--- config.mk ---
export PLATFORM = sky130hd
export DESIGN_NAME = imsu_lattice
export DESIGN_NICKNAME = d
export VERILOG_FILES = /design/src/hw/rtl/ising_metropolis_step_unit_macros.svh /design/src/hw/rtl/imsu_pkg.sv /design/src/hw/rtl/imsu_lattice.sv
export SDC_FILE = /design/constraint.sdc
export NUM_CORES = 2
export LEC_CHECK = 0
export BUFFER_PORTS_ARGS = -buffer_cell sky130_fd_sc_hd__buf_2
export CELL_PAD_IN_SITES_DETAIL_PLACEMENT = 1
export CELL_PAD_IN_SITES_GLOBAL_PLACEMENT = 1
export CORE_MARGIN = 4
export CORE_UTILIZATION = 48
export CTS_BUF_LIST = sky130_fd_sc_hd__clkbuf_4 sky130_fd_sc_hd__clkbuf_8
export CTS_CLUSTER_DIAMETER = 40
export CTS_CLUSTER_SIZE = 16
export DETAILED_ROUTE_END_ITERATION = 6
export PLACE_DENSITY = 0.71
export REMOVE_ABC_BUFFERS = 1
export SETUP_SLACK_MARGIN = 0.5
export SLEW_MARGIN = 20
export SYNTH_ARGS = -nofsm -noshare
export SYNTH_HDL_FRONTEND = slang
export SYNTH_SLANG_ARGS = --single-unit
export TNS_END_PERCENT = 50
--- constraint.sdc ---
create_clock -name clk -period 2.88 [get_ports clk]
set_clock_uncertainty 0.2 [all_clocks]
set_input_delay 0.144 -clock clk [delete_from_list [all_inputs] [get_ports clk]]
set_output_delay 0.144 -clock clk [all_outputs]
set_load 0.03 [all_outputs]
--- src/hw/rtl/ising_metropolis_step_unit_macros.svh ---
// Assertion macros for the Ising Metropolis step unit.
`ifndef ISING_METROPOLIS_STEP_UNIT_MACROS_SVH
`define ISING_METROPOLIS_STEP_UNIT_MACROS_SVH

// same-cycle implication, disabled during reset
`define IMSU_ASSERT_SAME(label, ante, cons, msg) \
	label: assert property (@(posedge clk) disable iff (!arst_n) (ante) |-> (cons)) \
		else $error(msg);

// next-cycle implication, disabled during reset
`define IMSU_ASSERT_NEXT(label, ante, cons, msg) \
	label: assert property (@(posedge clk) disable iff (!arst_n) (ante) |=> (cons)) \
		else $error(msg);

`endif

--- src/hw/rtl/imsu_pkg.sv ---
// Shared types and constants for the Ising Metropolis step unit.
package imsu_pkg;

	localparam int SideDefault = 64;

	localparam int CfgAddrW = 3;
	localparam int CfgDataW = 32;
	localparam logic [0:0] RegThrFour  = 1'b0;
	localparam logic [0:0] RegThrEight = 1'b1;

	localparam int InTdataW  = 48;
	localparam int InTuserW  = 2;
	localparam int OutTdataW = 256;

	localparam int EnergyOutW = 15;
	localparam int MagOutW    = 14;
	localparam int SumEW      = 46;
	localparam int SumSqW     = 58;
	localparam int CntW       = 44;
	localparam int SweepW     = 32;
	localparam int FracW      = 32;

	localparam int EnergyOutMax = 16383;
	localparam int EnergyOutMin = -16384;
	localparam int MagOutMax    = 8191;
	localparam int MagOutMin    = -8192;

	typedef enum logic [1:0] {
		OpFlip  = 2'd0,
		OpLoad  = 2'd1,
		OpSweep = 2'd2
	} op_t;

	typedef struct packed {
		logic rd_a;
		logic rd_b;
		logic wr;
	} lat_ctrl_t;

endpackage

--- src/hw/rtl/imsu_lattice.sv ---
// Row-organized spin lattice memory with per-row valid bits.
module imsu_lattice #(
	parameter int SIDE = imsu_pkg::SideDefault
) (
	input  logic                     clk,
	input  logic                     arst_n,
	input  imsu_pkg::lat_ctrl_t      ctrl,
	input  logic [$clog2(SIDE)-1:0]  addr_a,
	input  logic [$clog2(SIDE)-1:0]  addr_b,
	input  logic [$clog2(SIDE)-1:0]  wr_addr,
	input  logic [SIDE-1:0]          wr_row,
	output logic [SIDE-1:0]          row_a,
	output logic [SIDE-1:0]          row_b
);

	logic [SIDE-1:0] mem [SIDE];
	logic [SIDE-1:0] valid_q;
	logic [SIDE-1:0] da_q;
	logic [SIDE-1:0] db_q;
	logic            va_q;
	logic            vb_q;

	always_ff @(posedge clk) begin
		if (ctrl.wr) begin
			mem[wr_addr] <= wr_row;
		end
		if (ctrl.rd_a) begin
			da_q <= mem[addr_a];
		end
		if (ctrl.rd_b) begin
			db_q <= mem[addr_b];
		end
	end

	always_ff @(posedge clk or negedge arst_n) begin
		if (!arst_n) begin
			valid_q <= '0;
			va_q    <= 1'b0;
			vb_q    <= 1'b0;
		end else begin
			if (ctrl.wr) begin
				valid_q[wr_addr] <= 1'b1;
			end
			if (ctrl.rd_a) begin
				va_q <= valid_q[addr_a];
			end
			if (ctrl.rd_b) begin
				vb_q <= valid_q[addr_b];
			end
		end
	end

	// unwritten rows read as all spins up
	assign row_a = va_q ? da_q : '1;
	assign row_b = vb_q ? db_q : '1;

endmodule

## After elaboration in Yosys (flattened, before gate mapping)

Memories as Yosys holds them, arrays and structs flattened. A register that Yosys moved wholly into a read port is not among the register bits.
Index checks and enable logic that the tools add are counted.

- Magnitude comparators: 4
- Multiplexer cells: 10
- Bitwise logic cells: 1
- Reductions and logical operators: 1

Operators by type and width:

| operator | count |
|---|---|
| 64-bit two-way mux | 2 |
| 64-bit OR | 1 |
| 6-bit by 7-bit less-than comparator with 1-bit output, second input constant | 3 |
| 1-bit binary-select mux with 6-bit select | 2 |
| 1-bit demux with 6-bit select | 1 |
| 6-bit by 1-bit >= comparator with 1-bit output, second input constant | 1 |
| 1-bit two-way mux | 5 |
| 1-bit logical AND | 1 |

- Bits in registers: 66
- RAM bits: 4096
- Bits of input ports: 87
- Output and inout port bits: 128
- Logic and storage cells: 20
- Memories kept: 1

Memory list:

| name | depth | width | rd ports | clocked after memory_dff | wr ports | RTL line | source |
|---|---|---|---|---|---|---|---|
| mem | 64 | 64 | 2 | 2 | 1 | imsu_lattice.sv:16 | `logic [SIDE-1:0] mem [SIDE];` |

## Depth between registers and ports, before layout

- Depth after elaboration: 5
- Mapped depth: 9
- Mapped depth without buffers: 5

## Least setup slack after synthesis

OpenSTA, ideal clock, no wires.

- Path kind: input to register
- Start point: in wr_addr[3]
- End point: reg valid_q[48]
- Data arrival time: 5.680 ns
- Required time: 2.588 ns
- Path slack: -3.092 ns
- Stages: 5
- Path through: clkbuf_1 > nand4b_1 > or2_2 > nor3_1 > or2_2

- Longest elaborated chain between the ends: 5
- Elaborated cells on any way between the ends: 6
- Classes of those cells: order compare: 2; mux: 2; bitwise: 1; reduce/logical: 1

RTL lines:

| item | RTL line | source |
|---|---|---|
| start, declared | imsu_lattice.sv:10 | `input logic [$clog2(SIDE)-1:0] wr_addr,` |
| 6-bit by 7-bit less-than comparator with 1-bit output (not written as such) / 6-bit by 1-bit >= comparator with 1-bit output (equally long branches) | imsu_lattice.sv:42 | `valid_q[wr_addr] <= 1'b1;` |
| 1-bit logical AND (not written as such) | imsu_lattice.sv:42 |  |
| 1-bit two-way mux (not written as such) | imsu_lattice.sv:42 |  |
| 1-bit demux with 6-bit select * | imsu_lattice.sv:42 |  |
| 64-bit OR (no source line) * | -- |  |
| end signal, assigned | imsu_lattice.sv:37 | `valid_q <= '0;` |
| end signal, assigned by index | imsu_lattice.sv:42 |  |
| end, declared | imsu_lattice.sv:17 | `logic [SIDE-1:0] valid_q;` |

Every way passes the cells marked *; elsewhere a longest branch is shown, timed or not.
A chain may end at the register's enable or synchronous reset.

## Final worst setup path

- Start point: reg vb_q
- End point: out row_b[13]

- Longest elaborated chain between the ends: 1

RTL lines:

| item | RTL line | source |
|---|---|---|
| start, declared | imsu_lattice.sv:21 | `logic vb_q;` |
| start signal, assigned | imsu_lattice.sv:48 | `vb_q <= valid_q[addr_b];` |
| 64-bit two-way mux | imsu_lattice.sv:55 | `assign row_b = vb_q ? db_q : '1;` |
| end, declared | imsu_lattice.sv:13 | `output logic [SIDE-1:0] row_b` |

Every way passes these cells.

==> impl_metrics.json <==
{
  "post-route-worst-setup-slack_ps": -111,
  "grt.total_usage_pct": 32.7,
  "max-cap-violations": 0,
  "number_of_warnings_issued_by_yosys": 0,
  "io_pins": 215,
  "floorplan.initialDensity_pct": 48.2,
  "ir_drop_uv": 635,
  "die-width_um": 644,
  "vias_in_the_first_global_route": 115000,
  "dpl_cell_area_um2": 211000,
  "cts_buffers": 579,
  "dr.pass1.iters": 5,
  "wl_um": 681000,
  "timing.critical_path.slowest_cell_delay_ps": 520,
  "layout_worst_path_cycle_share_pct": 104,
  "postSynthRegisterBits": 4290,
  "post_detailed_route_wirelength_per_cell_um": 44.2,
  "synth_common_cells": "sky130_fd_sc_hd__edfxtp_1 (4224), sky130_fd_sc_hd__mux4_2 (2578), sky130_fd_sc_hd__clkbuf_1 (394)",
  "drive_gt1_share_pct": 50.1,
  "fin_area_um2": 229000,
  "detail_route.iter0.violations": 18500,
  "clockPowerShare_pct": 39.0,
  "row_count": 233,
  "p_per_area_nw_per_um2": 597,
  "power.combinational.fraction_pct": 9.9,
  "netlist_top_cells_area": "sky130_fd_sc_hd__edfxtp_1 (65%), sky130_fd_sc_hd__mux4_2 (30%), sky130_fd_sc_hd__a22oi_1 (1.0%)",
  "timing.hold.ws_ps": 98.6,
  "synth_edf_count": 4224,
  "nFillCells": 33400,
  "power_frac_seq_pct": 51.1,
  "critical_path.cell_chain": "buf_12 -> buf_12 -> buf_16 -> nand2b_4 -> buf_6",
  "final-max-slew-violation-count": 0,
  "critPathArrivalTime_ps": 2650,
  "final_antenna_net_count": 0,
  "core_area_um2": 403000,
  "worst_skew_late_latency_ps": 1260,
  "hold_path.class": "in -> reg",
  "synth_top_cell_area_share_pct": 65.3,
  "grt_setup_unrepaired": "yes",
  "cts_tree": "built",
  "worst-path-max-fanout": 7,
  "sinks_on_the_clock_net": 4290,
  "timing_hold_violations_final": 0,
  "setup_viol": 73,
  "initial_antenna_violation_count": 36,
  "critical_path.most_common_cell": "sky130_fd_sc_hd__buf_12",
  "ys_dominant_reg_cell": "sky130_fd_sc_hd__edfxtp_1",
  "grt-ovfl-total": 0,
  "grt_start_max_net_pins": 65,
  "power.switching_mw": 34.5,
  "slowest_stage": "sky130_fd_sc_hd__dfrtp_4",
  "fp.dieH_um": 644,
  "cts_max_level": 6,
  "syn_area_per_cell_um2": 23.4,
  "worst_setup_ep_type": "output pin",
  "required_ps": 2540,
  "status": "complete, but fails checks",
  "p_leak_nw": 72.7,
  "tightest_slew_ps": 1140,
  "synth_cells": 8297,
  "seq_area_frac_synth_pct": 66.2,
  "criticalPathCategory": "reg -> out",
  "detailroute.via_count": 110000,
  "clockBufferDepth": 4,
  "critical_path.top_delay_family": "buffers and inverters",
  "layout_min_cycle_time_ps": 2990,
  "floorplan.die_area_um2": 415000,
  "proportion_of_synthesized_flip_flops_having_asynchronous_set_or_reset_pct": 1.54,
  "clock_tree.root_cell": "sky130_fd_sc_hd__clkbuf_8",
  "detailed_placer_s_ending_hpwl_um": 400000,
  "finish.utilization_pct": 56.9,
  "synth_area_um2": 194000,
  "yosysMostFrequentCell": "sky130_fd_sc_hd__edfxtp_1",
  "synth_area_leader_cell": "sky130_fd_sc_hd__edfxtp_1",
  "timing.slew.headroom_pct": 24.2,
  "remaining_drc_errors": 0,
  "area_growth_pct": 18.0,
  "grt_pass1_wl_um": 940000,
  "yosys.cell_types.count": 29,
  "max_clock_freq_mhz": 334,
  "tns_ps": -2830,
  "gpl.final_weighted_congestion": 0.841,
  "startpoint_type": "flop",
  "p_sw_share_pct": 25.2,
  "path_buf_inv": 4,
  "detail_route.vias_per_cell": 7.15,
  "clock_transition_at_the_registers_of_the_reported_paths_ps": 70,
  "violated_checks": "setup timing",
  "port_buffers": 214,
  "nets": 9593,
  "p_int_mw": 102
}
-- worst min-delay path: cells and delay by family --
kind            cells  cell delay [ps]
compound gates      1              110
mux                 1              270
simple gates        1               80
buf+inv             2              780
-- stage by stage --
step / power [mW] / setup slack (ps) / instances
finish: 137 / -111 / 15400
global route: 141 / -151 / 15400
floorplan: 76.8 / -2920 / 7636
global placement: 83.2 / -281 / 14100
CTS: 137 / -166 / 15400
detailed placement: 83.5 / -317 / 14100
-- what timing repair did --
| item | CTS | global route |
|---|---|---|
| hold buffers | 200 | 3 |
| setup endpoints to repair | 136 | 234 |
| cloned | 3 | 8 |
| endpoints found under the hold margin | 8572 | 109 |
| resized for setup | 267 | 129 |
| pin swaps | 3 | 6 |
| buffers inserted | 12 | 3 |
-- registers in the layout, indices dropped and copies added (netlist names) --
register,count
da_q,64
db_q,64
mem,4096
va_q,1
valid_q,64
vb_q,1
-- cell usage in the layout, fill, tap and decap left out, types with 14 or more instances in the layout --
master	n
sky130_fd_sc_hd__or2_2	65
sky130_fd_sc_hd__bufinv_16	60
sky130_fd_sc_hd__nand2b_4	95
sky130_fd_sc_hd__dfrtp_1	64
sky130_fd_sc_hd__nand2b_1	36
sky130_fd_sc_hd__mux4_2	2578
sky130_fd_sc_hd__inv_8	36
sky130_fd_sc_hd__clkinv_2	48
sky130_fd_sc_hd__dlygate4sd3_1	152
sky130_fd_sc_hd__mux2i_1	40
sky130_fd_sc_hd__buf_4	462
sky130_fd_sc_hd__buf_12	447
sky130_fd_sc_hd__nor2_4	64
sky130_fd_sc_hd__edfxtp_1	4224
sky130_fd_sc_hd__diode_2	23
sky130_fd_sc_hd__clkinv_8	14
sky130_fd_sc_hd__clkbuf_4	47
sky130_fd_sc_hd__buf_6	100
sky130_fd_sc_hd__a22oi_1	236
sky130_fd_sc_hd__buf_16	19
sky130_fd_sc_hd__a22oi_2	28
sky130_fd_sc_hd__nand3_1	15
sky130_fd_sc_hd__inv_6	90
sky130_fd_sc_hd__clkbuf_8	591
sky130_fd_sc_hd__clkinv_1	44
sky130_fd_sc_hd__nand2_1	138
sky130_fd_sc_hd__clkinv_4	57
sky130_fd_sc_hd__buf_2	85
sky130_fd_sc_hd__clkinvlp_4	83
-- routing by layer --
| metal | track usage, % | up-vias | part of all wire, % |
|---|---|---|---|
| li1 | - | 40000 | - |
| met1 | 44.3 | 59600 | 35 |
| met3 | 8.48 | 1778 | 13 |
| met4 | 15.1 | 12 | 5.4 |
| met2 | 50.1 | 8861 | 47 |
| met5 | 0 | - | 0.013 |
-- power groups by stage --
stage	Combinational (mW)	Sequential [mW]	Clock, mW
4_1_cts	13.2	69.9	53.8
3_5_place_dp	12.2	71.3	0
6_report	13.6	69.9	53.3
3_3_place_gp	11.9	71.3	0
5_1_grt	14.1	69.9	56.8
2_1_floorplan	5.74	71.0	0
-- cells by family after synthesis --
| kind of cell | count (synthesis) | share of synthesized area, % |
|---|---|---|
| compound gates | 278 | 1.07 |
| mux | 2618 | 30.1 |
| flops | 4290 | 66.2 |
| buf+inv | 666 | 1.48 |
| simple gates | 445 | 1.15 |
-- area by class of cell --
class                      instances  area [µm²]  share of cell area [%]
clock inverter                   435        4800                    2.09
sequential                      4290      129000                    56.1
multi-input combinational       3341       64200                    28.0
tap                             5405        6760                    2.95
inverter                           5        18.8                 0.00819
clock buffer                     632        8440                    3.68
timing repair buffer            1289       16400                    7.15
antenna                           23        57.6                  0.0251
-- final timing paths --
path / start / to / slack, ps / cells past startpoint
worst max-delay path: vb_q / row_b[13] / -110 / 5
worst min-delay path: addr_a[1] / da_q[37] / 100 / 5
worst max register to register: mem[53][29] / db_q[29] / 420 / 5
worst min register to register: valid_q[14] / valid_q[14] / 290 / 1
max in group asynchronous: arst_n / valid_q[48] / 1550 / 6
min in group asynchronous: arst_n / valid_q[47] / 250 / 5
(Power assumes the default switching activity.)
